==> src/rtl/core/sxf_pkg.sv <==
`default_nettype none

package sxf_pkg;

  // Default screen size in pixels.
  localparam int SCREEN_WIDTH_DEF  = 64;
  localparam int SCREEN_HEIGHT_DEF = 32;

  // Pixels in one sprite row.
  localparam int SPRITE_W = 8;

  // Fixed-point shift used for the reciprocal that replaces a constant modulo.
  localparam int RECIP_SHIFT = 16;

  // Entries in the command queue between front and back.
  localparam int QUEUE_DEPTH = 2;

  typedef enum logic [1:0] {
    OP_CLEAR = 2'd0,
    OP_DRAW  = 2'd1,
    OP_READ  = 2'd2,
    OP_NONE  = 2'd3
  } op_t;

  typedef struct packed {
    logic [1:0] op;
    logic [7:0] x_pos;
    logic [7:0] y_pos;
    logic [3:0] row_number;
    logic [7:0] row_bits;
  } in_item_t;

  typedef struct packed {
    logic collision;
    logic pixel_value;
  } out_item_t;

  // Classified command handed from the front to the back.
  typedef struct packed {
    op_t  op;
    logic row_ok;     // row lies on screen, so the draw writes
    logic row_start;  // first row of a sprite, clears the collision flag
  } cmd_ctrl_t;

endpackage

`default_nettype wire

==> src/rtl/core/sxf_front.sv <==
`default_nettype none

module sxf_front
  import sxf_pkg::*;
#(
  parameter int SCREEN_WIDTH  = SCREEN_WIDTH_DEF,
  parameter int SCREEN_HEIGHT = SCREEN_HEIGHT_DEF,
  localparam int XW = $clog2(SCREEN_WIDTH),
  localparam int YW = $clog2(SCREEN_HEIGHT)
) (
  input  wire logic                    clk,
  input  wire logic                    rst,
  input  wire logic                    clip_mode,
  input  wire logic                    in_valid,
  output logic                         in_ready,
  input  wire in_item_t                in_data,
  output logic                         cmd_valid,
  input  wire logic                    cmd_ready,
  output cmd_ctrl_t                    cmd_ctrl,
  output logic [YW-1:0]                cmd_row,
  output logic [XW-1:0]                cmd_col,
  output logic [SCREEN_WIDTH-1:0]      cmd_mask
);

  // Reciprocals, rounded up; exact floor quotients for operands below 512.
  localparam int MX = ((1 << RECIP_SHIFT) + SCREEN_WIDTH - 1) / SCREEN_WIDTH;
  localparam int MY = ((1 << RECIP_SHIFT) + SCREEN_HEIGHT - 1) / SCREEN_HEIGHT;
  localparam int PW = 9 + RECIP_SHIFT + 1;
  localparam int QW = PW - RECIP_SHIFT;
  localparam int EW = SCREEN_WIDTH + SPRITE_W;

  logic          a_valid;
  in_item_t      a_item;
  logic [QW-1:0] a_qx;
  logic [QW-1:0] a_qy;
  logic [QW-1:0] a_qs;

  logic          advance;
  logic [PW-1:0] prod_x;
  logic [PW-1:0] prod_y;
  logic [PW-1:0] prod_s;
  logic [QW-1:0] y_sum_in;

  logic [QW-1:0] h_full;
  logic [QW-1:0] v_full;
  logic [QW-1:0] w_full;
  logic [QW-1:0] y_clip;
  logic [QW-1:0] y_sum_a;
  logic [SPRITE_W-1:0] rev_bits;
  logic [EW-1:0] ext;

  assign advance   = !a_valid || cmd_ready;
  assign in_ready  = advance;
  assign cmd_valid = a_valid;

  // First stage: quotients by the screen size.
  always_comb begin
    y_sum_in = QW'(in_data.y_pos) + QW'(in_data.row_number);
    prod_x   = PW'(in_data.x_pos) * PW'(MX);
    prod_y   = PW'(in_data.y_pos) * PW'(MY);
    prod_s   = PW'(y_sum_in) * PW'(MY);
  end

  always_ff @(posedge clk) begin
    if (rst) begin
      a_valid <= 1'b0;
    end else if (advance) begin
      a_valid <= in_valid;
    end
    if (advance && in_valid) begin
      a_item <= in_data;
      a_qx   <= prod_x[PW-1:RECIP_SHIFT];
      a_qy   <= prod_y[PW-1:RECIP_SHIFT];
      a_qs   <= prod_s[PW-1:RECIP_SHIFT];
    end
  end

  // Second stage: remainders, row classification and the row mask.
  always_comb begin
    y_sum_a = QW'(a_item.y_pos) + QW'(a_item.row_number);
    h_full  = QW'(a_item.x_pos) - a_qx * QW'(SCREEN_WIDTH);
    v_full  = QW'(a_item.y_pos) - a_qy * QW'(SCREEN_HEIGHT);
    w_full  = y_sum_a - a_qs * QW'(SCREEN_HEIGHT);
    y_clip  = v_full + QW'(a_item.row_number);

    for (int c = 0; c < SPRITE_W; c++) begin
      rev_bits[c] = a_item.row_bits[SPRITE_W-1-c];
    end
    ext = EW'(rev_bits) << h_full[XW-1:0];

    cmd_ctrl.op        = op_t'(a_item.op);
    cmd_ctrl.row_start = (a_item.row_number == '0);
    cmd_ctrl.row_ok    = !clip_mode || (y_clip < QW'(SCREEN_HEIGHT));
    cmd_col            = h_full[XW-1:0];

    if (cmd_ctrl.op == OP_READ) begin
      cmd_row = v_full[YW-1:0];
    end else if (clip_mode) begin
      cmd_row = y_clip[YW-1:0];
    end else begin
      cmd_row = w_full[YW-1:0];
    end

    // Pixels past the right edge fold back to column zero unless clipped.
    if (clip_mode) begin
      cmd_mask = ext[SCREEN_WIDTH-1:0];
    end else begin
      cmd_mask = ext[SCREEN_WIDTH-1:0] | SCREEN_WIDTH'(ext[EW-1:SCREEN_WIDTH]);
    end
  end

endmodule

`default_nettype wire

==> src/rtl/core/sxf_fifo.sv <==
`default_nettype none

module sxf_fifo
  import sxf_pkg::*;
#(
  parameter int DW    = 8,
  parameter int DEPTH = QUEUE_DEPTH,
  localparam int AW = $clog2(DEPTH)
) (
  input  wire logic          clk,
  input  wire logic          rst,
  input  wire logic          push,
  input  wire logic [DW-1:0] wr_data,
  input  wire logic          pop,
  output logic [DW-1:0]      rd_data,
  output logic               full,
  output logic               empty
);

  logic [DW-1:0] entries [DEPTH];
  logic [AW-1:0] wr_ptr;
  logic [AW-1:0] rd_ptr;
  logic [AW:0]   count;

  assign full    = (count == (AW+1)'(DEPTH));
  assign empty   = (count == '0);
  assign rd_data = entries[rd_ptr];

  always_ff @(posedge clk) begin
    if (rst) begin
      wr_ptr <= '0;
      rd_ptr <= '0;
      count  <= '0;
    end else begin
      if (push) begin
        wr_ptr <= (wr_ptr == AW'(DEPTH - 1)) ? '0 : wr_ptr + 1'b1;
      end
      if (pop) begin
        rd_ptr <= (rd_ptr == AW'(DEPTH - 1)) ? '0 : rd_ptr + 1'b1;
      end
      if (push && !pop) begin
        count <= count + 1'b1;
      end else if (pop && !push) begin
        count <= count - 1'b1;
      end
    end
    if (push) begin
      entries[wr_ptr] <= wr_data;
    end
  end

endmodule

`default_nettype wire

==> src/rtl/core/sxf_back.sv <==
`default_nettype none

module sxf_back
  import sxf_pkg::*;
#(
  parameter int SCREEN_WIDTH  = SCREEN_WIDTH_DEF,
  parameter int SCREEN_HEIGHT = SCREEN_HEIGHT_DEF,
  localparam int XW = $clog2(SCREEN_WIDTH),
  localparam int YW = $clog2(SCREEN_HEIGHT)
) (
  input  wire logic                    clk,
  input  wire logic                    rst,
  input  wire logic                    cmd_valid,
  output logic                         cmd_pop,
  input  wire cmd_ctrl_t               cmd_ctrl,
  input  wire logic [YW-1:0]           cmd_row,
  input  wire logic [XW-1:0]           cmd_col,
  input  wire logic [SCREEN_WIDTH-1:0] cmd_mask,
  output logic                         out_valid,
  input  wire logic                    out_ready,
  output out_item_t                    out_data
);

  typedef enum logic {
    ST_IDLE,
    ST_EXEC
  } state_t;

  state_t                  state;
  logic                    hit;
  cmd_ctrl_t               ex_ctrl;
  logic [YW-1:0]           ex_row;
  logic [XW-1:0]           ex_col;
  logic [SCREEN_WIDTH-1:0] ex_mask;
  logic [SCREEN_WIDTH-1:0] rd_word;
  logic                    rd_live;
  logic [SCREEN_HEIGHT-1:0] row_valid;

  logic [SCREEN_WIDTH-1:0] frame_mem [SCREEN_HEIGHT];

  logic                    fire;
  logic                    draw_go;
  logic [SCREEN_WIDTH-1:0] cur_word;
  logic                    hit_next;
  logic                    pixel;

  always_comb begin
    cmd_pop  = (state == ST_IDLE) && cmd_valid;
    fire     = (state == ST_EXEC) && (!out_valid || out_ready);
    cur_word = rd_live ? rd_word : '0;
    draw_go  = fire && (ex_ctrl.op == OP_DRAW) && ex_ctrl.row_ok;
    pixel    = (ex_ctrl.op == OP_READ) ? cur_word[ex_col] : 1'b0;
    case (ex_ctrl.op)
      OP_DRAW: begin
        hit_next = (hit && !ex_ctrl.row_start) ||
                   (ex_ctrl.row_ok && |(cur_word & ex_mask));
      end
      default: begin
        hit_next = hit;
      end
    endcase
  end

  always_ff @(posedge clk) begin
    if (draw_go) begin
      frame_mem[ex_row] <= cur_word ^ ex_mask;
    end
    if (cmd_pop) begin
      rd_word <= frame_mem[cmd_row];
    end
  end

  always_ff @(posedge clk) begin
    if (rst) begin
      state     <= ST_IDLE;
      hit       <= 1'b0;
      out_valid <= 1'b0;
      row_valid <= '0;
    end else begin
      if (fire) begin
        out_valid <= 1'b1;
      end else if (out_ready) begin
        out_valid <= 1'b0;
      end
      case (state)
        ST_IDLE: begin
          if (cmd_pop) begin
            state   <= ST_EXEC;
            rd_live <= row_valid[cmd_row];
            ex_ctrl <= cmd_ctrl;
            ex_row  <= cmd_row;
            ex_col  <= cmd_col;
            ex_mask <= cmd_mask;
          end
        end
        ST_EXEC: begin
          if (fire) begin
            state                <= ST_IDLE;
            hit                  <= hit_next;
            out_data.collision   <= hit_next;
            out_data.pixel_value <= pixel;
            if (ex_ctrl.op == OP_CLEAR) begin
              row_valid <= '0;
            end else if (draw_go) begin
              row_valid[ex_row] <= 1'b1;
            end
          end
        end
        default: begin
          state <= ST_IDLE;
        end
      endcase
    end
  end

endmodule

`default_nettype wire

==> src/rtl/core/sprite_xor_framebuffer.sv <==
// A transaction passes the front's holding register, a queue entry and the back's
// execute registers, then its result is registered. The back takes no new command until
// the last is done; a draw reads and rewrites a row on the frame memory's single port.
// Reset (synchronous, active high): the screen reads blank, the collision flag and
// clip mode are zero and front stage and queue are empty; no clearing pass is needed.
`default_nettype none

module sprite_xor_framebuffer
  import sxf_pkg::*;
#(
  parameter int SCREEN_WIDTH  = SCREEN_WIDTH_DEF,
  parameter int SCREEN_HEIGHT = SCREEN_HEIGHT_DEF
) (
  input  wire logic     clk,
  input  wire logic     rst,
  input  wire logic     cfg_wr_en,
  input  wire logic     cfg_wr_data,
  input  wire logic     in_valid,
  output logic          in_ready,
  input  wire in_item_t in_data,
  output logic          out_valid,
  input  wire logic     out_ready,
  output out_item_t     out_data
);

  localparam int XW = $clog2(SCREEN_WIDTH);
  localparam int YW = $clog2(SCREEN_HEIGHT);
  // A queue entry carries the classified command, the target row, the column
  // for reads and the XOR mask already placed across the whole row word.
  localparam int DW = $bits(cmd_ctrl_t) + YW + XW + SCREEN_WIDTH;

  logic clip_mode;

  // Front to queue.
  logic                    f_valid;
  cmd_ctrl_t               f_ctrl;
  logic [YW-1:0]           f_row;
  logic [XW-1:0]           f_col;
  logic [SCREEN_WIDTH-1:0] f_mask;

  // Queue to back.
  logic                    q_full;
  logic                    q_empty;
  logic                    q_push;
  logic                    q_pop;
  logic [DW-1:0]           q_head;
  cmd_ctrl_t               b_ctrl;
  logic [YW-1:0]           b_row;
  logic [XW-1:0]           b_col;
  logic [SCREEN_WIDTH-1:0] b_mask;

  // Clip mode must only be written while the block is idle (the block itself does not
  // enforce it), so that every queued command was classified under the value now in force.
  always_ff @(posedge clk) begin
    if (rst) begin
      clip_mode <= 1'b0;
    end else if (cfg_wr_en) begin
      clip_mode <= cfg_wr_data;
    end
  end

  // The front reduces the coordinates modulo the screen size, decides whether
  // a sprite row lands on screen and builds the row mask. It has a single
  // holding stage, so it keeps accepting as long as the queue has room.
  sxf_front #(
    .SCREEN_WIDTH  (SCREEN_WIDTH),
    .SCREEN_HEIGHT (SCREEN_HEIGHT)
  ) u_front (
    .clk       (clk),
    .rst       (rst),
    .clip_mode (clip_mode),
    .in_valid  (in_valid),
    .in_ready  (in_ready),
    .in_data   (in_data),
    .cmd_valid (f_valid),
    .cmd_ready (!q_full),
    .cmd_ctrl  (f_ctrl),
    .cmd_row   (f_row),
    .cmd_col   (f_col),
    .cmd_mask  (f_mask)
  );

  assign q_push = f_valid && !q_full;

  sxf_fifo #(
    .DW    (DW),
    .DEPTH (QUEUE_DEPTH)
  ) u_queue (
    .clk     (clk),
    .rst     (rst),
    .push    (q_push),
    .wr_data ({f_ctrl, f_row, f_col, f_mask}),
    .pop     (q_pop),
    .rd_data (q_head),
    .full    (q_full),
    .empty   (q_empty)
  );

  assign {b_ctrl, b_row, b_col, b_mask} = q_head;

  // The back holds the frame memory, one word per screen row, with a valid
  // bit per row so that a clear, and reset, blank the screen at once. Each
  // command reads its row as it leaves the queue; an on-screen draw writes
  // it back once the output register is free, as the result goes there.
  sxf_back #(
    .SCREEN_WIDTH  (SCREEN_WIDTH),
    .SCREEN_HEIGHT (SCREEN_HEIGHT)
  ) u_back (
    .clk       (clk),
    .rst       (rst),
    .cmd_valid (!q_empty),
    .cmd_pop   (q_pop),
    .cmd_ctrl  (b_ctrl),
    .cmd_row   (b_row),
    .cmd_col   (b_col),
    .cmd_mask  (b_mask),
    .out_valid (out_valid),
    .out_ready (out_ready),
    .out_data  (out_data)
  );

  // The back must never take a command from an empty queue.
  a_pop_not_empty: assert property (@(posedge clk) disable iff (rst)
    q_pop |-> !q_empty)
    else $error("command taken from an empty queue");

  // The front always writes into the queue when it holds a command and there is room.
  a_push_not_full: assert property (@(posedge clk) disable iff (rst)
    f_valid && !q_full |-> q_push)
    else $error("front command not moved into a free queue");

  // The input side may stall only when the queue is full.
  a_stall_cause: assert property (@(posedge clk) disable iff (rst)
    !in_ready |-> q_full)
    else $error("input stalled while the queue has room");

  // No result is offered straight after reset.
  a_reset_quiet: assert property (@(posedge clk) disable iff (rst)
    $past(rst) |-> !out_valid)
    else $error("result valid straight after reset");

endmodule

`default_nettype wire

==> config.mk <==
export PLATFORM = sky130hd
export DESIGN_NAME = sprite_xor_framebuffer
export DESIGN_NICKNAME = d
export VERILOG_FILES = /design/src/rtl/core/sxf_pkg.sv /design/src/rtl/core/sxf_front.sv /design/src/rtl/core/sxf_fifo.sv /design/src/rtl/core/sxf_back.sv /design/src/rtl/core/sprite_xor_framebuffer.sv
export SDC_FILE = /design/constraint.sdc
export NUM_CORES = 2
export LEC_CHECK = 0
export ABC_AREA = 1
export BUFFER_PORTS_ARGS = -buffer_cell sky130_fd_sc_hd__clkbuf_2
export CELL_PAD_IN_SITES_DETAIL_PLACEMENT = 1
export CELL_PAD_IN_SITES_GLOBAL_PLACEMENT = 1
export CORE_MARGIN = 10
export CORE_UTILIZATION = 25
export DETAILED_ROUTE_END_ITERATION = 10
export GPL_TIMING_DRIVEN = 0
export PLACE_DENSITY_LB_ADDON = 0.1
export SKIP_CTS_REPAIR_TIMING = 1
export SYNTH_ARGS = -nofsm -noshare
export SYNTH_HDL_FRONTEND = slang
export SYNTH_SLANG_ARGS = --single-unit
==> constraint.sdc <==
create_clock -name clk -period 8.6 [get_ports clk]
set_input_delay 1.72 -clock clk [delete_from_list [all_inputs] [get_ports clk]]
set_output_delay 1.72 -clock clk [all_outputs]
set_load 0.01 [all_outputs]
==> results_dict.tcl <==
set metrics [dict create \
    synth-adder-area-share_pct 0.910 \
    fin_area_um2 118000 \
    clk_latency_ns 0.94 \
    syn_area_per_cell_um2 12.4 \
    tightest_slew_ns 1.40 \
    wire_per_inst_um 33.9 \
    ios 40 \
    drtAntennaViolNets 0 \
    h-tree-depth 5 \
    coreArea_um2 386000 \
    synth.distinct_cells 34 \
    slew_viol_final 0 \
    drcViolationCount 0 \
    status "finished, final reports clean" \
    numCtsBuffers 293 \
    synth-simple-area-share_pct 16.0 \
    startpoint "u_back.rd_live" \
    grt_pass1_vias 69188 \
    fmax_mhz 193 \
    synth_xor_area_share_pct 0.0180 \
    setup_viol 0 \
    synth_nets 7952 \
    cp_data_required_time_ns 9.14 \
    synth_mux_area_share_pct 0.0438 \
    dieArea_um2 414000 \
    cap_violations 0 \
    p_clk_share_pct 27.0 \
    hold_start "u_back.row_valid[17]" \
    p_comb_share_pct 37.6 \
    area_growth_pct 21.7 \
    placed_cell_area_um2 109000 \
    critPathKind "reg2reg" \
    max_slew_margin_pct 6.70 \
    drtIter0Drc 6590 \
    final_cell_mix "edfxtp_1, nand2_1, nand3_1" \
    seqPwrFrac_pct 35.4 \
    synth_compound_area_share_pct 5.45 \
    finalCriticalPeriod_ns 5.19 \
    cts-root-buf "clkbuf_16" \
    multiInputGateArea_um2 22000 \
    finClkSkew_ns 0.0403 \
    tns_ns 0 \
    die_y_um 643 \
    syn_inst 7846 \
    rsz0062_at_grt "false" \
    ys_seq_area_share_pct 74.4 \
    viasPerCell 4.96 \
    leakagePower_nw 41.1 \
    cp_cell_sequence "buf_2 -> buf_1 -> clkbuf_1 -> buf_1 -> nand2_1 -> inv_1 -> ha_1" \
    grt_max_degree 33 \
    p_int_mw 25.9 \
    cts_tree "done" \
    synth_area_um2 97100 \
    period_share_pct 60.3 \
    cts.sinks 2419 \
    cp-start-kind "flip-flop" \
    synth_seq_cells 2419 \
    p_sw_mw 19.2 \
    numPortBuffers 34 \
    hold_path.class "reg2reg" \
    grt_pass1_wl_um 633000 \
    crit_top_cell "buf_1" \
    ff_latch_area_um2 72200 \
    clock_path_buffers 4 \
    first_pass_iters 6 \
    die_w_um 643 \
    overflow 0 \
    antenna_found_initial 55 \
    synth_top_family_by_area "simple AND/OR/NAND/NOR gates" \
    drive_above_1_share_pct 13.8 \
    synth_area_leaders "edfxtp_1, nand2_1, nand3_1" \
    crit_fanout 32 \
    rows 228 \
    max_stage_delay_ns 0.94 \
    dp_hpwl_um 351000 \
    switching_share_pct 42.5 \
    instances_no_fill 14027 \
    crit_slowest_cell "ha_1" \
    wl_um 476000 \
    clk_pin_slew_ns 0.06 \
    mostFrequentLayoutCell "edfxtp_1" \
    grtUsageTotal_pct 22.1 \
    powerDensity_nw_per_um2 382 \
    vias 69567 \
    fill_cells 41895 \
    peakVddDrop_uv 166 \
    ys_warn_count 0 \
    place.gp.congestion 0.794 \
    initial_utilization_pct 25.1 \
    cp-end-kind "flip-flop" \
    dp_cells 13477 \
    synth_top_cell_by_area "edfxtp_1" \
    hold_viol_final 0 \
    nets 8704 \
    r2r_start "u_back.rd_live" \
    yosysTopAreaCellShare_pct 73.5 \
    cp.arrival_ns 5.72 \
]
==> worst max-delay path: cells and delay by family (launching register included) <==
kind | cells | cell delay, ns
and+or+nand+nor | 1 | 0.39
DFF | 1 | 0.36
adders and majority gates | 1 | 0.94
buffers and inverters | 5 | 3.07
==> final timing paths <==
check,endpoint,slack [ns],cells past startpoint
max,u_back.frame_mem[12][39],3.41,7
min,u_back.row_valid[17],0.45,2
max reg2reg,u_back.frame_mem[12][39],3.41,7
min reg2reg,u_back.row_valid[17],0.45,2
==> synthesized netlist by cell type <==
| library cell | count |
|---|---|
| a21oi_1 | 49 |
| a31oi_1 | 6 |
| and2_0 | 1 |
| and3_1 | 1 |
| buf_1 | 39 |
| buf_2 | 275 |
| buf_4 | 14 |
| buf_6 | 1 |
| clkbuf_1 | 185 |
| clkinv_1 | 3 |
| dfxtp_1 | 42 |
| edfxtp_1 | 2377 |
| fa_1 | 1 |
| ha_1 | 69 |
| inv_1 | 184 |
| inv_2 | 3 |
| mux2_2 | 2 |
| mux2i_1 | 2 |
| nand2_1 | 1797 |
| nand3_1 | 1211 |
| nand4_1 | 20 |
| nor2_1 | 629 |
| nor3_1 | 38 |
| nor4_1 | 3 |
| o211ai_1 | 116 |
| o21ai_0 | 545 |
| o21ai_1 | 3 |
| o21ai_2 | 2 |
| o21ai_4 | 1 |
| o22ai_1 | 218 |
| or2_0 | 1 |
| or2_1 | 2 |
| or2_2 | 4 |
| xnor2_1 | 2 |
==> cells by family (layout without fill, tap and decap cells) <==
family                   after synthesis  after routing
multiplexers                           4              4
other                                  0             31
AND/OR/NAND/NOR                     3707           3707
XOR/XNOR                               2              2
flip-flops                          2419           2419
buffers and inverters                704           1679
AO/OA/AOI/OAI                        940            940
adder cells (fa/ha/maj)               70             70
==> through the flow <==
| stage | worst slack [ns] | util [%] | hold slack (ns) | total power [mW] |
|---|---|---|---|---|
| floorplan | 0.542 | - | 0.425 | 23.5 |
| global placement | -10.89 | 26.8 | 0.438 | 32.9 |
| detailed placement | 3.27 | 28.2 | 0.445 | 33.2 |
| CTS | 3.52 | 30.6 | 0.454 | 45.4 |
| global route | 3.30 | 30.6 | 0.472 | 46.8 |
| finish | 3.41 | 30.6 | 0.451 | 45.1 |
==> state kept, by name (all words and copies together), names as in the netlist, 2 cells and up, named ones only <==
| name | count |
|---|---|
| u_back.ex_col | 6 |
| u_back.ex_ctrl | 4 |
| u_back.ex_mask | 64 |
| u_back.ex_row | 5 |
| u_back.frame_mem | 2048 |
| u_back.out_data | 2 |
| u_back.rd_word | 64 |
| u_back.row_valid | 32 |
| u_front.a_item | 23 |
| u_front.cmd_ctrl | 2 |
| u_queue.count | 2 |
| u_queue.entries | 158 |
==> routing by layer <==
| layer | part of all wire, % | global-route usage (%) | wire length, um |
|---|---|---|---|
| met5 | 0 | 0 | 0 |
| met4 | 3.4 | 6.92 | 16000 |
| met3 | 4.9 | 3.11 | 23300 |
| met1 | 44 | 29.8 | 210000 |
| met2 | 48 | 36.9 | 227000 |
==> power groups by stage <==
| stage | combinational, mW | clock (mW) | sequential [mW] |
|---|---|---|---|
| after detailed placement | 17.0 | 0 | 16.2 |
| after CTS | 17.0 | 12.4 | 16.0 |
| after global routing | 18.0 | 12.9 | 16.0 |
| after global placement | 16.5 | 0 | 16.4 |
| after floorplan | 7.58 | 0 | 16.0 |
| final | 16.9 | 12.2 | 16.0 |
==> cell type report <==
type	instances	area share (%)
multi-input combinational	4723	18.7
antenna	31	0.0657
timing repair buffer	457	4.39
sequential	2419	61.1
tap	5175	5.48
buffer	514	1.99
clock inverter	145	1.04
clock buffer	373	6.65
inverter	190	0.604
No activity file was read; power rests on OpenSTA's default activity.
